--- config.mk ---
export PLATFORM = sky130hd
export DESIGN_NAME = dlps_hash
export DESIGN_NICKNAME = d
export VERILOG_FILES = /design/src/rtl/dlps_pkg.sv /design/src/rtl/dlps_hash.sv
export SDC_FILE = /design/constraint.sdc
export NUM_CORES = 1
export LEC_CHECK = 0
export ABC_AREA = 1
export BUFFER_PORTS_ARGS = -buffer_cell sky130_fd_sc_hd__buf_4
export CORE_MARGIN = 8
export CORE_UTILIZATION = 58
export DETAILED_ROUTE_END_ITERATION = 8
export PLACE_DENSITY = 0.95
export SYNTH_ARGS = -nofsm -noshare
export SYNTH_HDL_FRONTEND = slang
export SYNTH_SLANG_ARGS = --single-unit
--- constraint.sdc ---
create_clock -name clock -period 4.1 [get_ports clock]
set_input_delay 0.82 -clock clock [delete_from_list [all_inputs] [get_ports clock]]
set_output_delay 0.82 -clock clock [all_outputs]
set_load 0.02 [all_outputs]
--- src/rtl/dlps_pkg.sv ---
package dlps_pkg;

   localparam int TableDepthDefault = 1024;
   localparam int KeyCharsDefault = 5;
   localparam int WordBits = 40;
   localparam int SlotBits = 10;
   localparam int HashStart = 5381;

   typedef enum logic {
      OP_INSERT = 1'b0,
      OP_LOOKUP = 1'b1
   } op_type;

   typedef enum logic {
      STATUS_OK = 1'b0,
      STATUS_FULL = 1'b1
   } status_type;

   typedef struct packed {
      op_type op;
      logic [WordBits-1:0] word;
   } req_word_type;

   typedef struct packed {
      logic found;
      logic [SlotBits-1:0] slot;
      status_type status;
   } rsp_word_type;

   // Number of conditional subtractions of depth<<k that bring 33*r+byte below depth.
   function automatic int mod_steps(input int depth);
      int steps;
      steps = 0;
      while ((depth << steps) <= 33 * depth + 255) begin
         steps++;
      end
      return steps;
   endfunction

endpackage

--- src/rtl/dlps_hash.sv ---
module dlps_hash #(
   parameter int TABLE_DEPTH = dlps_pkg::TableDepthDefault,
   parameter int KEY_CHARS = dlps_pkg::KeyCharsDefault,
   localparam int IdxBits = $clog2(TABLE_DEPTH),
   localparam int KeyBits = KEY_CHARS * 8
) (
   input  logic clock,
   input  logic reset,
   input  logic start,
   input  logic [dlps_pkg::WordBits-1:0] word,
   output logic done,
   output logic [IdxBits-1:0] home,
   output logic [KeyBits-1:0] key
);

   localparam int SumBits = $clog2(33 * TABLE_DEPTH + 256);
   localparam int Steps = dlps_pkg::mod_steps(TABLE_DEPTH);
   localparam int StartMod = dlps_pkg::HashStart % TABLE_DEPTH;
   localparam int CntBits = (KEY_CHARS > 1) ? $clog2(KEY_CHARS) : 1;

   logic busy_ff;
   logic done_ff;
   logic [CntBits-1:0] cnt_ff;
   logic [KeyBits-1:0] shift_ff;
   logic [KeyBits-1:0] key_ff;
   logic [IdxBits-1:0] rem_ff;

   logic [7:0] cur_byte;
   logic byte_zero;
   logic byte_last;
   logic [SumBits-1:0] sum;
   logic [SumBits-1:0] red;
   logic [IdxBits-1:0] rem_in;

   assign cur_byte = shift_ff[KeyBits-1 -: 8];
   assign byte_zero = (cur_byte == 8'd0);
   assign byte_last = (cnt_ff == CntBits'(KEY_CHARS - 1));

   // The remainder is carried through the hash, so the full hash is never formed.
   always_comb begin
      sum = (SumBits'(rem_ff) << 5) + SumBits'(rem_ff) + SumBits'(cur_byte);
      red = sum;
      for (int k = Steps - 1; k >= 0; k--) begin
         if (red >= SumBits'(TABLE_DEPTH << k)) begin
            red = red - SumBits'(TABLE_DEPTH << k);
         end
      end
      rem_in = IdxBits'(red);
   end

   always_ff @(posedge clock) begin
      if (reset) begin
         busy_ff <= 1'b0;
         done_ff <= 1'b0;
      end else if (start) begin
         busy_ff <= 1'b1;
         done_ff <= 1'b0;
      end else if (busy_ff) begin
         if (byte_zero || byte_last) begin
            busy_ff <= 1'b0;
            done_ff <= 1'b1;
         end
      end else begin
         done_ff <= 1'b0;
      end
   end

   // The key gathers the bytes before the first zero byte, right aligned.
   always_ff @(posedge clock) begin
      if (start) begin
         cnt_ff <= '0;
         shift_ff <= KeyBits'(word);
         key_ff <= '0;
         rem_ff <= IdxBits'(StartMod);
      end else if (busy_ff && !byte_zero) begin
         cnt_ff <= cnt_ff + 1'b1;
         shift_ff <= shift_ff << 8;
         key_ff <= (key_ff << 8) | KeyBits'(cur_byte);
         rem_ff <= rem_in;
      end
   end

   assign done = done_ff;
   assign home = rem_ff;
   assign key = key_ff;

endmodule

======== Word level (Yosys, flattened, before mapping) ========
Index checks and enable logic that the tools add are counted.
operators by class
  equal/unequal tests ..................... 1
  reductions and logical operators ........ 6
  $add $sub $neg .......................... 9
  bitwise operators ....................... 2
  multiplexer cells ....................... 11
  order comparisons ....................... 6
operators by type and width
  kind                                                                     number
  16-bit 2-to-1 mux                                                        5
  40-bit 2-to-1 mux                                                        2
  40-bit by 8-bit bitwise OR with 40-bit output                            1
  15-bit by 10-bit adder with 16-bit output                                1
  16-bit by 8-bit adder with 16-bit output                                 1
  16-bit by 11-bit >= comparator with 1-bit output, second input constant  1
  16-bit by 12-bit >= comparator with 1-bit output, second input constant  1
  16-bit by 13-bit >= comparator with 1-bit output, second input constant  1
  16-bit by 14-bit >= comparator with 1-bit output, second input constant  1
  16-bit by 15-bit >= comparator with 1-bit output, second input constant  1
  16-bit >= comparator, second input constant                              1
  16-bit by 12-bit subtractor with 16-bit output, second input constant    1
  16-bit by 13-bit subtractor with 16-bit output, second input constant    1
  16-bit by 14-bit subtractor with 16-bit output, second input constant    1
  16-bit by 15-bit subtractor with 16-bit output, second input constant    1
  16-bit subtractor, second input constant                                 1
  10-bit 2-to-1 mux                                                        1
  10-bit by 1-bit subtractor with 10-bit output, second input constant     1
  8-bit zero test                                                          1
  3-bit by 1-bit adder with 3-bit output, second input constant            1
  3-bit equality test, second input constant                               1
  1-bit 2-to-1 mux                                                         3
  3-bit OR reduction                                                       1
  2-bit nonzero test                                                       1
  4 further kinds                                                          4
word-level totals
  register bits ........................... 95
  logic and storage cells ................. 41
  input bits .............................. 43
  output and inout bits ................... 51

======== Depth between registers and ports, before layout ========
  depth after elaboration ................. 14
  depth in mapped cells ................... 12
  mapped depth without buffers ............ 12

======== Least setup slack after synthesis ========
OpenSTA, ideal clock, no wires.
  path kind ............................... input to register
  start ................................... input start
  end ..................................... register shift_ff[0], enable pin
  stages .................................. 4
  path slack .............................. 1.653 ns
  setup time .............................. 0.398 ns
  data arrival time ....................... 2.049 ns
  path buffers ............................ 2
  cells stage by stage .................... buf_2 > inv_2 > buf_4 > nand2_1
on the way
  longest elaborated chain between the ends .. 1
ends and longest elaborated chain
  what                                 RTL line         RTL
  from (decl)                          dlps_hash.sv:9   input logic start,
  2-bit nonzero test (no source line)  --
  to (signal assigned)                 dlps_hash.sv:72  shift_ff <= KeyBits'(word);
  to (signal assigned)                 dlps_hash.sv:77  shift_ff <= shift_ff << 8;
  to (decl)                            dlps_hash.sv:24  logic [KeyBits-1:0] shift_ff;
Every way passes these cells.
A chain may end at the register's enable or synchronous reset.

======== Worst setup path after layout ========
  start ................................... register shift_ff[34]
  end ..................................... register busy_ff
on the way
  longest elaborated chain between the ends .. 5
ends and longest elaborated chain
  what                  RTL line         RTL
  8-bit zero test       dlps_hash.sv:36  assign byte_zero = (cur_byte == 8'd0);
  1-bit logical OR      dlps_hash.sv:59  if (byte_zero || byte_last) begin
  1-bit 2-to-1 mux      dlps_hash.sv:59
  1-bit 2-to-1 mux      dlps_hash.sv:58  end else if (busy_ff) begin
  1-bit 2-to-1 mux      dlps_hash.sv:55  end else if (start) begin
  to (signal assigned)  dlps_hash.sv:53  busy_ff <= 1'b0;
  to (signal assigned)  dlps_hash.sv:56  busy_ff <= 1'b1;
  to (signal assigned)  dlps_hash.sv:60  busy_ff <= 1'b0;
  to (decl)             dlps_hash.sv:21  logic busy_ff;
Every way passes these cells.

==> impl_results.md <==
- Outcome: complete, no violations
- Xor/xnor share of the synthesized area: 0.00817
- Slew HR: 0.314
- DP Wirelength: around 7 mm
- Hold Path Depth: 2
- Synth warnings: 0
- P_sw: 0.779 mW
- FF+latch area: 2300 um^2
- Simple-gate area share of the yosys netlist: 0.244
- Flops & latches, synth: 95
- Initial core utilization: 0.594
- Yosys top cell by area: edfxtp_1
- Tot GR Track Use: 0.198
- WHS Endpoint: cnt_ff[1]
- Comb power frac: 0.239
- Die H: 102 um
- Synth Instances: 508
- Root Driver: clkbuf_8
- TritonRoute pass-1 iters: 4
- CTS hold repair buffers: 0
- Syn nets: 571
- Post-synthesis mux area share: 0
- Flop pwr share: 0.480
- Multi-input logic area: between 1500 and 2000 um^2
- Final Max Slew Viols: 0
- Worst path arrival time: between 3 and 4 ns
- Clock buffer depth: 2
- Net Sw Frac: 0.325
- Pint: 1.62 mW
- Post-synth cell types: 28
- Final Total Pwr: 2.39 mW
- Grt total ovfl: 0
- Share of cells above drive strength 1: 0.202
- Largest net degree at the start of global routing: slightly above 80
- Most numerous cell on the critical path: nand2_2
- Horiz. Die Dim: 102 um
- Number of global-route vias before repair: 3598
- Clk slew on worst S/H paths: 0.10 ns
- Fmax: 0.356 GHz
- Startpoint types: flip-flop
- Final cell count without fillers: just under 700
- CTS tree: done
- CP Buf/Inv Count: 0
- Synth top area cells: edfxtp_1, dfxtp_1, nand2_1
- PortBufs: 93
- Synthesis-to-layout area growth: 20.6%
- DRC: 0
- Crit-path cells: nor2_1 -> nand4_1 -> nand2_2 -> nand2_2 -> and3_1
- Hold Crit Start: cnt_ff[1]
- Setup-failing EPs final: 0
- Worst reg2reg endpoint: busy_ff
- # Post-CTS Setup Buffers: 0
- Crit path largest cell delay: around 0.76 ns
- Tightest Pin Transition: a little over 1 ns
- Clock power share: 0.280
- Worst vdd ir: 0.264 mV
- # H-tree levels: 3
- Delay-heaviest family, CP: simple AND/OR/NAND/NOR gates
- Crit path time final: 2.81 ns
- Ys async rst share: 0
- I/O pin count: 94
- CTS buffer count: 9
- Via density per instance: ~5.3
- CP max stage cell: nand2_2
- Final GP Congestion: 0.926
- Core area: ~7200 um^2
- First-pass GRT wire length: 16.3 mm
- Crit. End Element: flip-flop
- N_diodes: 0
- Period utilization: 0.685
- Worst EP required: 4.35 ns
- R2R Setup Slk: about 1.3 ns
- Initial drt markers: 277
- Row count: 31
- Worst-path fanout max: 53
- Post-Syn Area: 4290 um^2
- Main combinational cell family by area after synthesis: simple AND/OR/NAND/NOR gates
- Number of gates resized after CTS: 0
- Routed len/inst: 14.2 um
- Number of synthesized flops with an enable pin: 40
- Clock Sinks: 95
- Cell leakage power: about 2.5 nW
- Mean Syn Cell Area: 8.44 um^2
- Cell with the most instances after synthesis: nand2_1
- Most used DFF post-synth: dfxtp_1
- Commonest cells post-synth: nand2_1, nor2_1, dfxtp_1
- Origin of the critical flop-to-flop path: shift_ff[34]
- Worst Reg-to-Reg Cells: 5
- Placed Instances: around 680
- Worst Hold Class: flip-flop to flip-flop
- Setup CP Type: flip-flop to flip-flop
- Vias post-DR: 3634
- Synth top area share: 0.280
- Final TNS setup: 0 ns
- Max_cap viols: 0
- Final wirelength: 9.85 mm
- P per Cell Area: 463 nW/um^2
- Register area share after synthesis: 0.537
- Initial antenna violation count: 0
- Fill cell total of the finished layout: 538
- Post-route ant nets: 0
- Clk_lat worst skew: 0.37 ns
- Clock skew: 0.0139 ns
- Die area: around 10000 um^2
- Synth Area in Compound Gates: 0.0706
- Final count of hold timing violations: 0
- Post-Synth Adder-Cell Area: 0.0654
- Layout Nets: 651
- RSZ-0062 raised after global routing: no
[metal layers]
metal / up-vias / global-route usage / wire [um]
met2: 160 / 0.340 / 4950
met3: 28 / 0.0681 / 802
met1: 1680 / 0.215 / 3800
li1: 1766 / - / -
met5: - / 0 / 0
met4: 0 / 0.0937 / 298
[worst max path at each step]
stage	from	to	depth (start not counted)	slack (ns)
finish	shift_ff[34]	busy_ff	5	1.29
global route	shift_ff[34]	busy_ff	5	1.05
CTS	shift_ff[34]	busy_ff	5	1.33
detailed placement	shift_ff[34]	busy_ff	5	1.34
global placement	shift_ff[38]	busy_ff	5	1.56
floorplan	start	shift_ff[0]	4	1.65
[cell families (layout without fill, tap and decap cells)]
| family | count (synthesis) | count (layout) |
|---|---|---|
| XOR/XNOR | 4 | 4 |
| AO/OA/AOI/OAI | 57 | 57 |
| buffers and inverters | 64 | 149 |
| adder cells (fa/ha/maj) | 20 | 20 |
| AND/OR/NAND/NOR | 268 | 268 |
| flip-flops | 95 | 95 |
[metrics by stage]
step / util / worst slack, ns / hold slack (ns) / area [um^2]
3_3_place_gp: 0.685 / 1.56 / 0.461 / 4940
4_1_cts: 0.717 / 1.33 / 0.496 / 5170
2_1_floorplan: - / 1.65 / 0.451 / 4290
6_report: 0.717 / 1.29 / 0.491 / 5170
3_5_place_dp: 0.685 / 1.34 / 0.474 / 4940
5_1_grt: 0.717 / 1.05 / 0.515 / 5170
[state kept, by name, summed over array words and instances (netlist names)]
register and count:
cnt_ff 3, home 10, key 40, shift_ff 40, busy_ff 1, done 1
[layout by cell type (no fill, tap or decap), drive strengths merged]
cell type,count
dfxtp,55
nand2,154
and3,1
o211ai,1
nand4,2
clkinv,4
edfxtp,40
a21oi,10
bufinv,1
buf,94
nor2,96
o21ai,45
ha,16
nand3,15
fa,4
clkbuf,9
xor2,4
o21a,1
inv,41
[worst reg2reg max path: stages, from the launching register on]
cell	delay, ns
edfxtp_1	0.45
nor2_1	0.24
nand4_1	0.19
nand2_2	0.67
nand2_2	0.76
and3_1	0.40
[area by class of cell]
cell class              instances  share of cell area
flip-flops and latches         95               0.445
multi-input cells             349               0.322
repair buffers                 94               0.136
inverters                      39              0.0283
clock buffers                   9              0.0240
well taps                      99              0.0240
clock inverters                 7              0.0198
[power groups by stage]
stage          Sequential [mW]  Combinational (mW)  Clock (mW)
2_1_floorplan             1.21               0.335           0
6_report                  1.15               0.573       0.671
5_1_grt                   1.16               0.642       0.724
3_5_place_dp              1.17               0.565           0
4_1_cts                   1.15               0.571       0.679
3_3_place_gp              1.16               0.536           0
No activity file was read; power rests on OpenSTA's default activity.
